==> src/hdl/kum_pkg.sv <==
// Shared types and constants for the union-find spanning-forest core.
// Used by every module under hdl except kum_parent_ram; depends on nothing else.
package kum_pkg;

    // Fixed field widths of the streaming words.
    localparam int NODE_W     = 14;
    localparam int WFIELD_W   = 32;
    localparam int TOTAL_W    = 48;
    localparam int CNT_W      = 15;
    localparam int S_TDATA_W  = 64;
    localparam int M_TDATA_W  = 56;

    // Reset value of the node count register.
    localparam logic [CNT_W-1:0] NODE_COUNT_RST = 15'd16384;

    // Defaults for the top-level parameters.
    localparam int DEF_MAX_NODES   = 16384;
    localparam int DEF_WEIGHT_BITS = 32;

    // Commands from the sequencer to the forest-weight accumulator.
    typedef struct packed {
        logic clear;
        logic add;
    } kum_acc_cmd_t;

    // Finished edge result handed from the sequencer to the output register.
    typedef struct packed {
        logic valid;
        logic taken;
    } kum_res_t;

endpackage

==> src/hdl/kum_accum.sv <==
// Saturating 48-bit forest-weight accumulator with its saturated flag.
// Depends on kum_pkg for the command struct and the total width.
module kum_accum #(
    parameter int WEIGHT_BITS = kum_pkg::DEF_WEIGHT_BITS
) (
    input  logic                         aclk,
    input  logic                         aresetn,
    input  kum_pkg::kum_acc_cmd_t        cmd,
    input  logic [WEIGHT_BITS-1:0]       weight,
    output logic [kum_pkg::TOTAL_W-1:0]  total,
    output logic                         saturated
);

    localparam int TW = kum_pkg::TOTAL_W;

    logic [TW-1:0] total_reg, total_next;
    logic          sat_reg, sat_next;
    logic [TW:0]   sum;

    // One wide add; the carry out or an all-ones sum means the total is pinned.
    always_comb begin
        sum        = {1'b0, total_reg} + (TW + 1)'(weight);
        total_next = total_reg;
        sat_next   = sat_reg;
        if (cmd.clear) begin
            total_next = '0;
            sat_next   = 1'b0;
        end else if (cmd.add) begin
            if (sum[TW] || (sum[TW-1:0] == {TW{1'b1}})) begin
                total_next = {TW{1'b1}};
                sat_next   = 1'b1;
            end else begin
                total_next = sum[TW-1:0];
            end
        end
    end

    always_ff @(posedge aclk) begin
        if (!aresetn) begin
            total_reg <= '0;
            sat_reg   <= 1'b0;
        end else begin
            total_reg <= total_next;
            sat_reg   <= sat_next;
        end
    end

    assign total     = total_reg;
    assign saturated = sat_reg;

endmodule

==> config.mk <==
export PLATFORM = sky130hd
export DESIGN_NAME = kum_accum
export DESIGN_NICKNAME = d
export VERILOG_FILES = /design/src/hdl/kum_pkg.sv /design/src/hdl/kum_accum.sv
export SDC_FILE = /design/constraint.sdc
export NUM_CORES = 1
export LEC_CHECK = 0
export CORE_MARGIN = 5
export CORE_UTILIZATION = 55
export CTS_BUF_LIST = sky130_fd_sc_hd__clkbuf_2
export CTS_CLUSTER_DIAMETER = 50
export DETAILED_ROUTE_END_ITERATION = 7
export DONT_BUFFER_PORTS = 1
export HOLD_SLACK_MARGIN = 0.15
export MAX_ROUTING_LAYER = met4
export PLACE_DENSITY = 0.75
export SYNTH_ARGS = -nofsm -noshare
export SYNTH_HDL_FRONTEND = slang
export SYNTH_SLANG_ARGS = --single-unit
==> constraint.sdc <==
create_clock -name aclk -period 4.7 [get_ports aclk]
set_clock_uncertainty 0.2 [all_clocks]
set_input_delay 0.235 -clock aclk [delete_from_list [all_inputs] [get_ports aclk]]
set_output_delay 0.235 -clock aclk [all_outputs]
set_load 0.02 [all_outputs]
== Word-level counts from Yosys, hierarchy flattened ==
Index checks and enable logic that the tools add are counted.
Operators by class
  add/sub/neg operators: 1
  equal/unequal tests: 1
  multiplexer cells: 1
  bitwise gates (word level): 1
  reductions and logical operators: 3
Operator list (number)
  $add A48 B32 Y49: 1
  $eq A48 B48 Y1 const B: 1
  $mux W48: 1
  $reduce_and A2 Y1: 1
  $reduce_or A2 Y1: 1
  $logic_or A1 B1 Y1: 1
  $not A1 Y1: 1
Word-level totals
  bits in registers: 49
  bits of input ports: 36
  output and inout bits: 49
  logic and storage cells: 9

== Depth between registers and ports, before layout ==
  word-level depth: 4
  gate-level depth with buffers: 16
  depth with buffers taken out: 14

== Least setup slack after synthesis ==
Ideal clock, no wire load.
  path type: register to register
  start: register total_reg[0], in the netlist total[0]
  end: register total_reg[15], in the netlist total[15]
  library setup time: 58 ps
  arrival time: 3990 ps
  data required time: 4442 ps
  path slack: 451 ps
  cell stages (with the launch flop): 17
  buffers on the path: 2
  clock period less this slack: 4249 ps
  cell sequence: dfxtp_1 ha_1 inv_1 fa_1 nand2b_1 a21oi_1 xor2_1 o2111ai_1 or4_1 or4_1 nor4_1 o2111ai_1 nor4b_4 nand2b_1 buf_6 buf_12 o221a_4
Between the ends
  cells in the longest elaborated chain, start to end: 4
RTL lines
  from (decl): line kum_accum.sv:16  | logic [TW-1:0] total_reg, total_next;
  from (signal assigned): line kum_accum.sv:43  | total_reg <= total_next;
  $add A48 B32 Y49 *: line kum_accum.sv:22  | sum = {1'b0, total_reg} + (TW + 1)'(weight);
  $eq A48 B48 Y1: line kum_accum.sv:29  | if (sum[TW] || (sum[TW-1:0] == {TW{1'b1}})) begin
  $logic_or A1 B1 Y1: line kum_accum.sv:29
  $mux W48 *: line kum_accum.sv:29
Every way passes the cells marked *; elsewhere a longest branch is shown, timed or not.
A chain may end at the register's enable or synchronous reset.

== Worst setup path in the final report ==
  start: register total_reg[23], in the netlist total[23]
  end: register total_reg[12], in the netlist total[12]
Between the ends
  cells in the longest elaborated chain, start to end: 4
RTL lines (line)
  $add A48 B32 Y49 *: kum_accum.sv:22
  $eq A48 B48 Y1: kum_accum.sv:29
  $logic_or A1 B1 Y1 *: kum_accum.sv:29
  $mux W48 *: kum_accum.sv:29
Marked as above.

==> run_results.csv <==
group,metric,value,unit
run_status,outcome,"complete, no violations",
detailed_routing,via_per_inst,6.896,
grt,grt_use_total,0.3079,
place,hpwlAfterDp,11760,um
cts,clk_latency,0.48,ns
grt,grt_max_degree,55,
logic_synthesis,yosysSeqAreaShare,0.2148,
floorplan,coreArea,8134,um2
worst_setup_path,path_max_fanout,15,
cts,clock-sinks,49,
timing,min_period,4.546,ns
grt,antenna_found_initial,0,
worst_setup_path,timing.reg2reg.setup_slack,0.15,ns
cts,ctsHtreeMaxLevel,2,
worst_setup_path,arrival,4.80,ns
cells_and_area,syn_to_final_growth,11.34,%
cts,numCtsBuffers,5,
worst_setup_path,startpoint_type,"flop",
worst_hold_path,holdPathStages,3,
timing,finalSetupViolCount,0,
worst_hold_path,hold_class,"primary input to flop",
grt,grt_pass1_wl,24770,um
timing,fmax,220.0,MHz
detailed_routing,drt-wirelength-per-cell,21.04,um
detailed_routing,drt-total-wl,15360,um
place,portBuffers,0,
logic_synthesis,synth_top_cell_by_area,"dfxtp_1",
detailed_routing,initialDrtViolationCount,416,
timing,max_slew_margin,0.6057,
cells_and_area,final_util,0.6251,
cts,path_clk_slew,0.30,ns
worst_setup_path,critPathBufInv,2,
logic_synthesis,ys_ff_latch,49,
floorplan,die-area,10230,um2
timing,finalCritPeriodShare,0.9671,
logic_synthesis,yosysUniqueCellTypes,66,
worst_setup_path,r2r_end,"total[12]",
floorplan,die_h,101.1,um
worst_setup_path,cp-end-kind,"flop",
timing,tightest_slew,0.5907,ns
worst_hold_path,min_from,"weight[6]",
logic_synthesis,synth_edf_count,0,
timing,setup_tns,0,ns
timing,drv_slew,0,
cts,clk_path_buf_depth,2,
cells_and_area,n_antenna_cell,0,
logic_synthesis,synth.avg_cell_area,7.561,um2
logic_synthesis,yosysMostFrequentCell,"nand2_1",
power,cellPowerDensity,205.4,nW/um2
logic_synthesis,async_flop_share,0,
worst_setup_path,worstSetupPathType,"flop to flop",
power,irDropWorstVdd,0.1329,mV
logic_synthesis,synth_top_area_frac,0.2148,
cts,cts_tree,"yes",
floorplan,num_rows,33,
cts,clockRootBuffer,"clkbuf_2",
floorplan,dieWidth,101.1,um
grt,gr-total-overflow,0,
worst_setup_path,crit_chain,"ha_1, nand4_1, or2_2, or4_1, a311o_1, a31oi_1, buf_4, mux2i_1, o2111ai_1, nor4b_4, nand2b_4, buf_12, o221a_2",
detailed_routing,num_vias,5034,
logic_synthesis,synthCells,604,
power,power,0.001044,W
worst_setup_path,crit_slowest_cell,"ha_1",
cells_and_area,fin_nets,693,
worst_setup_path,crit_family,"simple AND/OR/NAND/NOR gates",
logic_synthesis,synth_common_cells,"nand2_1 (70), a21oi_1 (65), o21ai_0 (52), dfxtp_1 (49), nor2_1 (43)",
timing,whs,0.1605,ns
worst_setup_path,rr_worst_depth,13,
detailed_routing,drc,0,
grt,grt_pass1_vias,4816,
worst_setup_path,critPathLaunch,"total[23]",
cells_and_area,drive_gt1_frac,0.1168,
worst_hold_path,min_to,"total[6]",
floorplan,boundaryPins,85,
logic_synthesis,synth_ff_type,"dfxtp_1",
worst_setup_path,r2r_start,"total[23]",
place,globalplace.congestion,0.9958,
worst_setup_path,required,4.95,ns
floorplan,initial_core_util,0.5615,
logic_synthesis,ys_warn_count,0,
power,p_leak,1.954,nW
detailed_routing,detail-route-antenna-nets,0,
logic_synthesis,syn_area,4567,um2
worst_setup_path,cpPeakStageDelay,0.48,ns
detailed_routing,first_pass_iters,5,
logic_synthesis,synthTopCellsByArea,"dfxtp_1 (21%), ha_1 (8.8%), a21oi_1 (7.1%), nand2_1 (5.8%), o21ai_0 (5.7%)",
cells_and_area,largest_reg_flops,48,
timing,final-hold-violation-count,0,
cells_and_area,nFillCells,746,
logic_synthesis,syn_nets,673,
flow_run,drv_cap,0,
## tightest hold or removal path, delay by kind of cell
family	cells	cell delay, ns
compound gates	1	0.26
xor+xnor	1	0.15
fa+ha+maj	1	0.19
## cells by family after synthesis
logic type,synth area share
AOI/OAI and AO/OA,0.3444
xor gates and xnor gates,0.05562
and+or+nand+nor,0.2433
buffers and inverters,0.04301
muxes,0.006849
DFF,0.2148
adders and majority gates,0.09205
## how the worst max path moves through the flow
| stage | depth (start not counted) | slack (ns) | to |
|---|---|---|---|
| finish | 13 | 0.15 | total[12] |
| global route | 15 | -0.08 | total[21] |
| CTS | 15 | 0.17 | total[12] |
| detailed placement | 13 | 0.23 | total[12] |
| global placement | 13 | 0.29 | total[12] |
| floorplan | 16 | 0.45 | total[15] |
## area by class of cell
cell class                 instances  area (um2)  share of cell area
clock buffer                       5       25.02            0.004921
clock inverter                     3       28.78            0.005659
inverter                           8       30.03            0.005906
multi-input combinational        511        3415              0.6715
sequential                        49       982.2              0.1932
tap                              105       131.4             0.02584
timing repair buffer              49       473.0             0.09301
## metrics by stage
stage / setup slack, ns / std cells / area, um2
floorplan: 0.4510 / 604 / 4567
global placement: 0.2857 / 700 / 4767
detailed placement: 0.2308 / 700 / 4767
CTS: 0.1652 / 729 / 5059
global route: -0.07910 / 730 / 5085
finish: 0.1544 / 730 / 5085
## placed cells by master (no fill, tap or decap), types with 3 or more instances in the layout
cell,instances
o221a_4,10
nor4_1,3
buf_12,3
and2_1,10
o21bai_1,7
or3_1,3
a21o_1,7
dlygate4sd3_1,19
nand3_1,19
o2111ai_1,4
o21a_1,7
nand2_1,70
a211oi_1,9
nor2_1,43
o31ai_1,5
inv_1,8
o21ai_0,52
nor2b_1,3
a31oi_1,11
nor3_1,18
a21oi_1,65
o211ai_1,7
dfxtp_1,48
and3_1,11
nand4_1,17
ha_1,31
or4_1,5
clkbuf_2,5
buf_4,26
o21ai_1,4
o221ai_1,3
and4_1,3
xnor2_1,8
xor2_1,21
o221a_2,8
nand2b_1,3
## timing repair
action | CTS | global route
buffers inserted | 0 | 1
endpoints found under the hold margin | 49 | 0
setup endpoints to repair | 0 | 26
hold buffers | 21 | 0
gates resized for setup | 0 | 6
## per-layer routing
layer | part of all wire | track usage | up-vias
li1 | - | - | 2345
met1 | 0.42 | 0.3890 | 2388
met2 | 0.47 | 0.5035 | 265
met3 | 0.091 | 0.05675 | 36
met4 | 0.023 | 0.08487 | 0
met5 | 0 | - | -
## where the power goes
group	internal (W)	leakage (nW)	switching [W]
sequential	0.000432	0.400	0.0000289
clock	0.0000445	0.0355	0.000168
combinational	0.000139	1.52	0.000231
total	0.000616	1.95	0.000428
No activity file was read; power rests on OpenSTA's default activity.
