**config.mk**
```make
export PLATFORM = sky130hd
export DESIGN_NAME = kum_ctrl
export DESIGN_NICKNAME = d
export VERILOG_FILES = /design/src/hdl/kum_pkg.sv /design/src/hdl/kum_ctrl.sv
export SDC_FILE = /design/constraint.sdc
export NUM_CORES = 1
export LEC_CHECK = 0
export BUFFER_PORTS_ARGS = -buffer_cell sky130_fd_sc_hd__buf_2
export CAP_MARGIN = 20
export CELL_PAD_IN_SITES_DETAIL_PLACEMENT = 0
export CELL_PAD_IN_SITES_GLOBAL_PLACEMENT = 2
export CORE_ASPECT_RATIO = 1.1
export CORE_MARGIN = 2
export CORE_UTILIZATION = 36
export CTS_CLUSTER_DIAMETER = 200
export CTS_CLUSTER_SIZE = 28
export DETAILED_ROUTE_END_ITERATION = 10
export PLACE_DENSITY = 0.9
export SLEW_MARGIN = 20
export SYNTH_ARGS = -nofsm -noshare
export SYNTH_HDL_FRONTEND = slang
export SYNTH_SLANG_ARGS = --single-unit
export TNS_END_PERCENT = 50
```
**constraint.sdc**
```tcl
create_clock -name aclk -period 4.55 [get_ports aclk]
set_input_delay 0.6825 -clock aclk [delete_from_list [all_inputs] [get_ports aclk]]
set_output_delay 0.6825 -clock aclk [all_outputs]
set_load 0.01 [all_outputs]
```
**src/hdl/kum_pkg.sv**
```systemverilog
// Shared types and constants for the union-find spanning-forest core.
// Used by every module under hdl except kum_parent_ram; depends on nothing else.
package kum_pkg;

    // Fixed field widths of the streaming words.
    localparam int NODE_W     = 14;
    localparam int WFIELD_W   = 32;
    localparam int TOTAL_W    = 48;
    localparam int CNT_W      = 15;
    localparam int S_TDATA_W  = 64;
    localparam int M_TDATA_W  = 56;

    // Reset value of the node count register.
    localparam logic [CNT_W-1:0] NODE_COUNT_RST = 15'd16384;

    // Defaults for the top-level parameters.
    localparam int DEF_MAX_NODES   = 16384;
    localparam int DEF_WEIGHT_BITS = 32;

    // Commands from the sequencer to the forest-weight accumulator.
    typedef struct packed {
        logic clear;
        logic add;
    } kum_acc_cmd_t;

    // Finished edge result handed from the sequencer to the output register.
    typedef struct packed {
        logic valid;
        logic taken;
    } kum_res_t;

endpackage

```
**src/hdl/kum_ctrl.sv**
```systemverilog
// Sequencer for the parent table: clearing sweeps, root walks with path
// compression, and the final link. Depends on kum_pkg.
module kum_ctrl #(
    parameter int MAX_NODES   = kum_pkg::DEF_MAX_NODES,
    parameter int WEIGHT_BITS = kum_pkg::DEF_WEIGHT_BITS,
    parameter int IDX_W       = 14
) (
    input  logic                          aclk,
    input  logic                          aresetn,
    input  logic [kum_pkg::CNT_W-1:0]     node_count,
    // Edge word from the input channel.
    input  logic                          in_valid,
    output logic                          in_ready,
    input  logic                          in_start,
    input  logic [kum_pkg::NODE_W-1:0]    in_u,
    input  logic [kum_pkg::NODE_W-1:0]    in_v,
    input  logic [kum_pkg::WFIELD_W-1:0]  in_weight,
    // Parent memory ports.
    output logic                          mem_we,
    output logic [IDX_W-1:0]              mem_waddr,
    output logic [IDX_W-1:0]              mem_wdata,
    output logic [IDX_W-1:0]              mem_raddr,
    input  logic [IDX_W-1:0]              mem_rdata,
    // Accumulator control.
    output kum_pkg::kum_acc_cmd_t         acc_cmd,
    output logic [WEIGHT_BITS-1:0]        acc_weight,
    // Result hand-off.
    input  logic                          out_free,
    output kum_pkg::kum_res_t             res
);

    localparam int LIM_W = $clog2(MAX_NODES + 1);
    localparam int CW    = (LIM_W > kum_pkg::CNT_W) ? LIM_W : kum_pkg::CNT_W;

    typedef enum logic [3:0] {
        ST_INIT_CLR,
        ST_IDLE,
        ST_RUN_CLR,
        ST_EDGE,
        ST_FIND,
        ST_CSTART,
        ST_COMP,
        ST_NEXT,
        ST_RESULT
    } state_t;

    state_t                 state_reg, state_next;
    logic [CW-1:0]          clr_cnt_reg, clr_cnt_next;
    logic [CW-1:0]          clr_end_reg, clr_end_next;
    logic [IDX_W-1:0]       u_reg, u_next;
    logic [IDX_W-1:0]       v_reg, v_next;
    logic [WEIGHT_BITS-1:0] weight_reg, weight_next;
    logic                   in_range_reg, in_range_next;
    logic                   side_reg, side_next;
    logic [IDX_W-1:0]       node_reg, node_next;
    logic [IDX_W-1:0]       walk_reg, walk_next;
    logic [IDX_W-1:0]       root_reg, root_next;
    logic [IDX_W-1:0]       root_u_reg, root_u_next;
    logic [IDX_W-1:0]       cur_reg, cur_next;
    logic                   taken_reg, taken_next;

    logic [CW-1:0]          cnt_ext;
    logic [CW-1:0]          limit;
    logic [CW-1:0]          u_ext;
    logic [CW-1:0]          v_ext;

    // Node count above the table depth acts as the full depth.
    always_comb begin
        cnt_ext = CW'(node_count);
        limit   = (cnt_ext > CW'(MAX_NODES)) ? CW'(MAX_NODES) : cnt_ext;
        u_ext   = CW'(in_u);
        v_ext   = CW'(in_v);
    end

    // Next-state and memory access logic.
    always_comb begin
        state_next    = state_reg;
        clr_cnt_next  = clr_cnt_reg;
        clr_end_next  = clr_end_reg;
        u_next        = u_reg;
        v_next        = v_reg;
        weight_next   = weight_reg;
        in_range_next = in_range_reg;
        side_next     = side_reg;
        node_next     = node_reg;
        walk_next     = walk_reg;
        root_next     = root_reg;
        root_u_next   = root_u_reg;
        cur_next      = cur_reg;
        taken_next    = taken_reg;

        in_ready  = 1'b0;
        mem_we    = 1'b0;
        mem_waddr = clr_cnt_reg[IDX_W-1:0];
        mem_wdata = clr_cnt_reg[IDX_W-1:0];
        mem_raddr = walk_reg;
        acc_cmd   = '0;
        res.valid = 1'b0;
        res.taken = taken_reg;

        unique case (state_reg) inside
            // Sweep entries so that each points to itself.
            ST_INIT_CLR, ST_RUN_CLR: begin
                mem_we       = 1'b1;
                clr_cnt_next = clr_cnt_reg + CW'(1);
                if (clr_cnt_reg + CW'(1) == clr_end_reg) begin
                    state_next = (state_reg == ST_INIT_CLR) ? ST_IDLE : ST_EDGE;
                end
            end

            // Take one edge word.
            ST_IDLE: begin
                in_ready = 1'b1;
                if (in_valid) begin
                    u_next        = u_ext[IDX_W-1:0];
                    v_next        = v_ext[IDX_W-1:0];
                    weight_next   = in_weight[WEIGHT_BITS-1:0];
                    in_range_next = (u_ext < limit) && (v_ext < limit);
                    taken_next    = 1'b0;
                    if (in_start) begin
                        acc_cmd.clear = 1'b1;
                        clr_cnt_next  = '0;
                        clr_end_next  = limit;
                        state_next    = (limit == '0) ? ST_EDGE : ST_RUN_CLR;
                    end else begin
                        state_next = ST_EDGE;
                    end
                end
            end

            // Start the root walk from node_u, or skip an out-of-range edge.
            ST_EDGE: begin
                if (in_range_reg) begin
                    mem_raddr  = u_reg;
                    walk_next  = u_reg;
                    node_next  = u_reg;
                    side_next  = 1'b0;
                    state_next = ST_FIND;
                end else begin
                    state_next = ST_RESULT;
                end
            end

            // One hop per cycle: the read data is the parent of walk_reg.
            ST_FIND: begin
                if (mem_rdata == walk_reg) begin
                    root_next  = walk_reg;
                    cur_next   = node_reg;
                    state_next = ST_CSTART;
                end else begin
                    mem_raddr = mem_rdata;
                    walk_next = mem_rdata;
                end
            end

            // Begin the compression pass unless the start node is the root.
            ST_CSTART: begin
                if (cur_reg == root_reg) begin
                    state_next = ST_NEXT;
                end else begin
                    mem_raddr  = cur_reg;
                    state_next = ST_COMP;
                end
            end

            // Point cur at the root and read its old parent in the same cycle.
            // The two addresses differ because cur is not a root.
            ST_COMP: begin
                mem_we    = 1'b1;
                mem_waddr = cur_reg;
                mem_wdata = root_reg;
                cur_next  = mem_rdata;
                if (mem_rdata == root_reg) begin
                    state_next = ST_NEXT;
                end else begin
                    mem_raddr = mem_rdata;
                end
            end

            // After node_u, walk node_v; after node_v, link the two roots.
            ST_NEXT: begin
                if (!side_reg) begin
                    root_u_next = root_reg;
                    side_next   = 1'b1;
                    node_next   = v_reg;
                    walk_next   = v_reg;
                    mem_raddr   = v_reg;
                    state_next  = ST_FIND;
                end else begin
                    if (root_u_reg != root_reg) begin
                        mem_we      = 1'b1;
                        mem_waddr   = root_u_reg;
                        mem_wdata   = root_reg;
                        acc_cmd.add = 1'b1;
                        taken_next  = 1'b1;
                    end
                    state_next = ST_RESULT;
                end
            end

            // Hand the result over once the output register has room.
            ST_RESULT: begin
                res.valid = 1'b1;
                if (out_free) begin
                    state_next = ST_IDLE;
                end
            end

            default: begin
                state_next = ST_IDLE;
            end
        endcase
    end

    assign acc_weight = weight_reg;

    // State and sequencer registers.
    always_ff @(posedge aclk) begin
        if (!aresetn) begin
            state_reg   <= ST_INIT_CLR;
            clr_cnt_reg <= '0;
            clr_end_reg <= CW'(MAX_NODES);
            taken_reg   <= 1'b0;
            side_reg    <= 1'b0;
        end else begin
            state_reg   <= state_next;
            clr_cnt_reg <= clr_cnt_next;
            clr_end_reg <= clr_end_next;
            taken_reg   <= taken_next;
            side_reg    <= side_next;
        end
        u_reg        <= u_next;
        v_reg        <= v_next;
        weight_reg   <= weight_next;
        in_range_reg <= in_range_next;
        node_reg     <= node_next;
        walk_reg     <= walk_next;
        root_reg     <= root_next;
        root_u_reg   <= root_u_next;
        cur_reg      <= cur_next;
    end

endmodule

```
== After elaboration in Yosys (flattened, before gate mapping) ==
Index checks and enable logic that the tools add are counted.

* Add/subtract/negate cells: 1
* Magnitude comparators: 3
* Eq/ne operators: 23
* Multiplexer cells: 49
* Bitwise gates (word level): 1
* Reductions and logical operators: 20

{| class="wikitable"
|+ Operators with widths
! kind !! number
|-
| two-way mux 14 bit || 12
|-
| one-hot mux 14 bit (2 select lines) || 4
|-
| one-hot mux 14 bit (5 select lines) || 1
|-
| two-way mux 15 bit || 3
|-
| equality test 14 bit || 3
|-
| one-hot mux 14 bit (3 select lines) || 1
|-
| one-hot mux 4 bit (8 select lines) || 1
|-
| < comparator 14 x 15 -> 1 bit || 2
|-
| one-hot mux 15 bit (2 select lines) || 1
|-
| two-way mux 4 bit || 7
|-
| equality test 4 x 3 -> 1 bit (second input constant) || 4
|-
| adder 15 x 1 -> 15 bit (second input constant) || 1
|-
| equality test 15 bit || 1
|-
| > comparator 15 bit (second input constant) || 1
|-
| logical NOT 15 bit || 1
|-
| two-way mux 1 bit || 15
|-
| inequality test 14 bit || 1
|-
| inequality test 2 bit (second input constant) || 7
|-
| AND reduction 2 bit || 5
|-
| AND reduction 3 bit || 3
|-
| equality test 4 x 2 -> 1 bit (second input constant) || 2
|-
| nonzero test 2 bit || 4
|-
| inequality test 2 x 1 -> 1 bit (second input constant) || 3
|-
| one-hot mux 1 bit (2 select lines) || 3
|-
| 11 further kinds || 11
|}

* Flip-flop bits (word level): 167
* Input bits: 94
* Output and inout port bits: 80
* Logic and storage cells: 111

== Longest topological paths before layout ==
* Depth in word-level cells: 7
* Depth in mapped cells: 10
* Gate-level depth less buffers: 9

== Least setup slack after synthesis ==
No wires, ideal clock.

* Path type: input to register
* From: input mem_rdata[1]
* To: register cur_reg[0], enable pin
* Library setup time: 329 ps
* Arrival: 3233 ps
* Data required time: 4221 ps
* Path slack: 988 ps
* Stages on the path: 5
* Path buffers: 0
* Cell sequence: xor2_1 > nor4_2 > nand4_2 > nor4_1 > or2_2

* Cells in the longest elaborated chain, start to end: 3

{| class="wikitable"
|+ Ends and longest elaborated chain
! what !! line !! source
|-
| from (decl) || kum_ctrl.sv:23 || <nowiki>input logic [IDX_W-1:0] mem_rdata,</nowiki>
|-
| equality test 14 bit || kum_ctrl.sv:146 || <nowiki>if (mem_rdata == walk_reg) begin</nowiki>
|-
| inequality test 2 x 1 -> 1 bit (no line) || - ||
|-
| AND reduction 2 bit (no line) || - ||
|-
| to (signal assigned) || kum_ctrl.sv:240 || <nowiki>cur_reg <= cur_next;</nowiki>
|-
| to (decl) || kum_ctrl.sv:59 || <nowiki>logic [IDX_W-1:0] cur_reg, cur_next;</nowiki>
|}

Every way passes these cells.
A chain may end at the register's enable or synchronous reset.

== Final worst setup path ==
* From: register state_reg[2]
* To: output mem_raddr[4]

* Cells in the longest elaborated chain, start to end: 2
* Elaborated cells on any way between the ends: 6
* Classes of those cells: eq/ne: 5; mux: 1

{| class="wikitable"
|+ Ends and longest elaborated chain
! what !! line !! source
|-
| from (decl) || kum_ctrl.sv:47 || <nowiki>state_t state_reg, state_next;</nowiki>
|-
| from (signal assigned) || kum_ctrl.sv:226 || <nowiki>state_reg <= state_next;</nowiki>
|-
| equality test 4 x 3 -> 1 bit (no line) or equality test 4 x 2 -> 1 bit (tied branches) || - ||
|-
| one-hot mux 14 bit (5 select lines) * || kum_ctrl.sv:101 || <nowiki>unique case (state_reg) inside</nowiki>
|-
| to (decl) || kum_ctrl.sv:22 || <nowiki>output logic [IDX_W-1:0] mem_raddr,</nowiki>
|}

Mark *: on every way between the ends. The rest lies on a longest branch, timed or not.

==> results list <==
- Data required time at the worst endpoint: 3870 ps
- Arr. time, crit path: 3160 ps
- Initial Util: 36.4%
- Dividing the detail-routed wire length by the instance count gives 21.8 µm.
- Across the VDD grid, the largest voltage drop is 0.000220 V.
- The worst hold path terminates at acc_weight[10].
* Worst Slack Setup Final: between 700 and 800 ps
- Die X-Extent: roughly 160 µm
- Category of the most critical setup path: reg2out
- After synthesis the cells add up to 9180 µm².
- STA classifies the critical path endpoint as an output port.
- In this run the power spent charging and discharging nets is 0.727 mW.
- In the synthesized netlist the async set-or-reset flop fraction comes to 0%.
- The congestion estimate from routability-driven global placement came to 0.868.
* # IOs: 174
- Post-synthesis sequential area ratio: 50.7%
* FF-to-FF path depth: 7
- In this run switching power makes up 22.0% of total power.
- Final standard cell count with taps included and fillers excluded: 1332
* Overflow left after global routing: 0
- The internal portion of the total power is between 2 and 3 mW.
- In this run, post-CTS hold repair placed 0 buffers.
* Post-CTS setup buffer count: 0
- TritonCTS built the clock tree.
* Clock share of power: 45.3%
* Total negative setup slack: 0 ps
* Synthesis-to-finish area growth: 19.2%
- Reg clk slew, reported paths: 60 ps
- The total count of max-transition violations in the final report came to 0.
- Of the cells placed in the final design, the portion with a size suffix greater than 1 is around 28%.
- Depth of the critical timing path with buffers and inverters included: 8
* Number of nets still failing antenna checks after routing: 0
- Number of instances on the worst hold path: 1
- The worst path needs approximately 3800 ps of the cycle, external delays included.
- For the pin with the worst max-slew slack, the measured transition is 1110 ps.
- Dominant cell type by count on the critical path: sky130_fd_sc_hd__buf_4
- Setup repair after global routing left no endpoint under its margin.
- Sequential power share: 49.7%
* Standard cell core area: 25200 µm²
- Cell area after placement: slightly above 10000 µm²
- Clock tree synthesis inserted a total of 17 buffers.
* Crit Reg-Reg Startpoint: clr_cnt_reg[0]
- Across the run, the number of max-cap violations was 0.
- Total power: between 3 and 4 mW
- In this run, the combinational gates consume 5.0% of the power.
* Core utilization of the finished layout: 43.4%
- Number of cells upsized or downsized after cts: 0
- Outcome: finished, final reports clean
* Via-per-instance ratio: about 5.7
- Leakage power figure: 4.29 nW
* Delay-heaviest family, CP: buffers and inverters
- Headroom to the max-slew limit came out at around a quarter.
- The hold violation count in the final report is 0.
* Detailed-route DRC error count: 0
- The repair_antennas step left the layout with diodes totalling 0.
- The clock arrives with 8.39 ps of skew.
- For this run, the slowest stage of the critical path takes 540 ps.
- PortBufs: 173
- The worst setup path is launched from a flip-flop.
* Number of global-route vias before repair: 7226
- Worst hold path class: in2reg
- Once placement completed, the tool counted placed cells totaling approximately 1.3k.
* Commonest cells in the netlist: sky130_fd_sc_hd__edfxtp_1 (131), sky130_fd_sc_hd__nand2_1 (89), sky130_fd_sc_hd__nor2_1 (83)
- The synthesized design spends more area on one cell type than any other, namely sky130_fd_sc_hd__edfxtp_1.
- Critical-path top delay cell: sky130_fd_sc_hd__dfxtp_1
- The critical path goes through nor2b_1 -> buf_4 -> nand3_2 -> nor2_2 -> buf_4 -> a222oi_1 -> a31oi_1 -> buf_2.
- Height of the die: approximately 170 µm
* Number of synthesized flops with an enable pin: between 100 and 150
- Yosys mapped the design onto 63 distinct sky130hd cell types.
- OpenSTA, run right after detailed placement, puts the worst setup slack at 996 ps.
* Share of the clock period used by the worst path: 84.5%
* Final Net Count: 1125
- Die area: 26800 µm²
- CTS saw between 150 and 200 sinks.
- The register with the most flip-flops in the layout has 32 of them.
* Startpoint of the worst hold path: in_weight[10]
- Final hold slack: roughly 430 ps
* Capture point of the worst reg-to-reg path: state_reg[0]
- Counting along the longest clock path gives a buffer depth of 2.
- In the synthesized netlist, the number of instances is 849.
* Syn Area/Cell: 10.8 µm²
- Worst path buffer plus inverter count: 3
- Number of antenna violations at the first check in global routing: 1
* Register bit count reported by yosys: roughly 170
- Power spread over the standard cell area amounts to 302 nW/µm².
* Library cell with the highest instance count after synthesis: sky130_fd_sc_hd__edfxtp_1
* Synthesized net count: 970
- Setup violations remaining at the end of the flow were counted as 0.
- Entering global routing, the biggest net connects 62 pins.
- Before antenna repair, the detailed router went through 6 iterations.
- In the global route stage, overall resource usage came out at 21.9%.
* Detailed-placement wirelength estimate: 21700 µm
- Clock latency on the worst-skew pair, taken at its later pin, is 430 ps.
- Number of standard-cell rows in the floorplan: 61
- Slack of the worst reg-to-reg path: between 1500 and 2000 ps
* Top achievable clock speed: between 200 and 300 MHz
- CTS root buf: sky130_fd_sc_hd__clkbuf_16
- In the synthesized netlist the dominant register cell turns out to be sky130_fd_sc_hd__edfxtp_1.
* CTS H-Tree Depth: 4
* Final std cell area, no fill: 10900 µm²
- After the first detailed-routing iteration, the DRC count stood at approximately 800.
* Top cells by area, synth: sky130_fd_sc_hd__edfxtp_1 (43%), sky130_fd_sc_hd__dfxtp_1 (7.9%), sky130_fd_sc_hd__xnor2_1 (5.6%), sky130_fd_sc_hd__mux2_2 (4.8%), sky130_fd_sc_hd__ha_1 (3.7%)
* Worst-path fanout max: 28
- The first global-routing pass estimated 43700 µm of wire.
* DR vias: 7558
- Post-synth top area share: 42.9%
- Drt total wl: 29100 µm
- Count of warnings emitted by yosys: 0
metal layers:
| metal | share of wire (%) | track usage, % | vias up |
|---|---|---|---|
| met5 | 0.045 | 0 | - |
| met4 | 2.3 | 6.98 | 2 |
| met3 | 9.7 | 5.62 | 46 |
| met2 | 45 | 34.2 | 383 |
| met1 | 43 | 29.7 | 3655 |
| li1 | - | - | 3472 |
layout make-up:
type / instances / area, µm²
fillers: 2455 / 14200
flip-flops and latches: 167 / 4650
multi-input cells: 619 / 4250
repair buffers: 190 / 1010
clock buffers: 18 / 429
well taps: 315 / 394
clock inverters: 14 / 170
inverters: 9 / 33.8
how the worst max path moves through the flow:
stage	slack, ps	startpoint	to
CTS	770	state_reg[2]	mem_raddr[6]
global route	550	state_reg[2]	mem_raddr[4]
global placement	1010	mem_rdata[3]	mem_raddr[6]
floorplan	990	mem_rdata[1]	cur_reg[0]
finish	700	state_reg[2]	mem_raddr[4]
detailed placement	1000	mem_rdata[3]	mem_raddr[6]
layout by cell type (no fill, tap or decap), types with 27 or more instances in the layout:
cell / Yosys / layout
sky130_fd_sc_hd__o21ai_0: 28 / 27
sky130_fd_sc_hd__nand2_1: 89 / 89
sky130_fd_sc_hd__xnor2_1: 59 / 59
sky130_fd_sc_hd__a21oi_1: 56 / 56
sky130_fd_sc_hd__mux2_2: 39 / 39
sky130_fd_sc_hd__nor2_1: 83 / 82
sky130_fd_sc_hd__buf_2: 17 / 173
sky130_fd_sc_hd__ha_1: 27 / 27
sky130_fd_sc_hd__edfxtp_1: 131 / 131
sky130_fd_sc_hd__dfxtp_1: 36 / 36
cell families (layout without fill, tap and decap cells):
group                      after synthesis  in the layout  synth area share, %
and+or+nand+nor                        272            272                 14.7
AOI/OAI and AO/OA                      183            183                 13.4
DFF                                    167            167                 50.7
xor gates and xnor gates                81             81                 7.73
buffers and inverters                   63            231                 3.19
muxes                                   56             56                 6.68
adders and majority gates               27             27                 3.68
power groups by stage:
stage               logic (mW)  registers (mW)  clock network (mW)
floorplan               0.0818            1.67                   0
global placement         0.164            1.67                   0
detailed placement       0.167            1.67                   0
CTS                      0.169            1.64                1.51
global route             0.185            1.64                1.57
finish                   0.166            1.64                1.49
(Power assumes the default switching activity.)
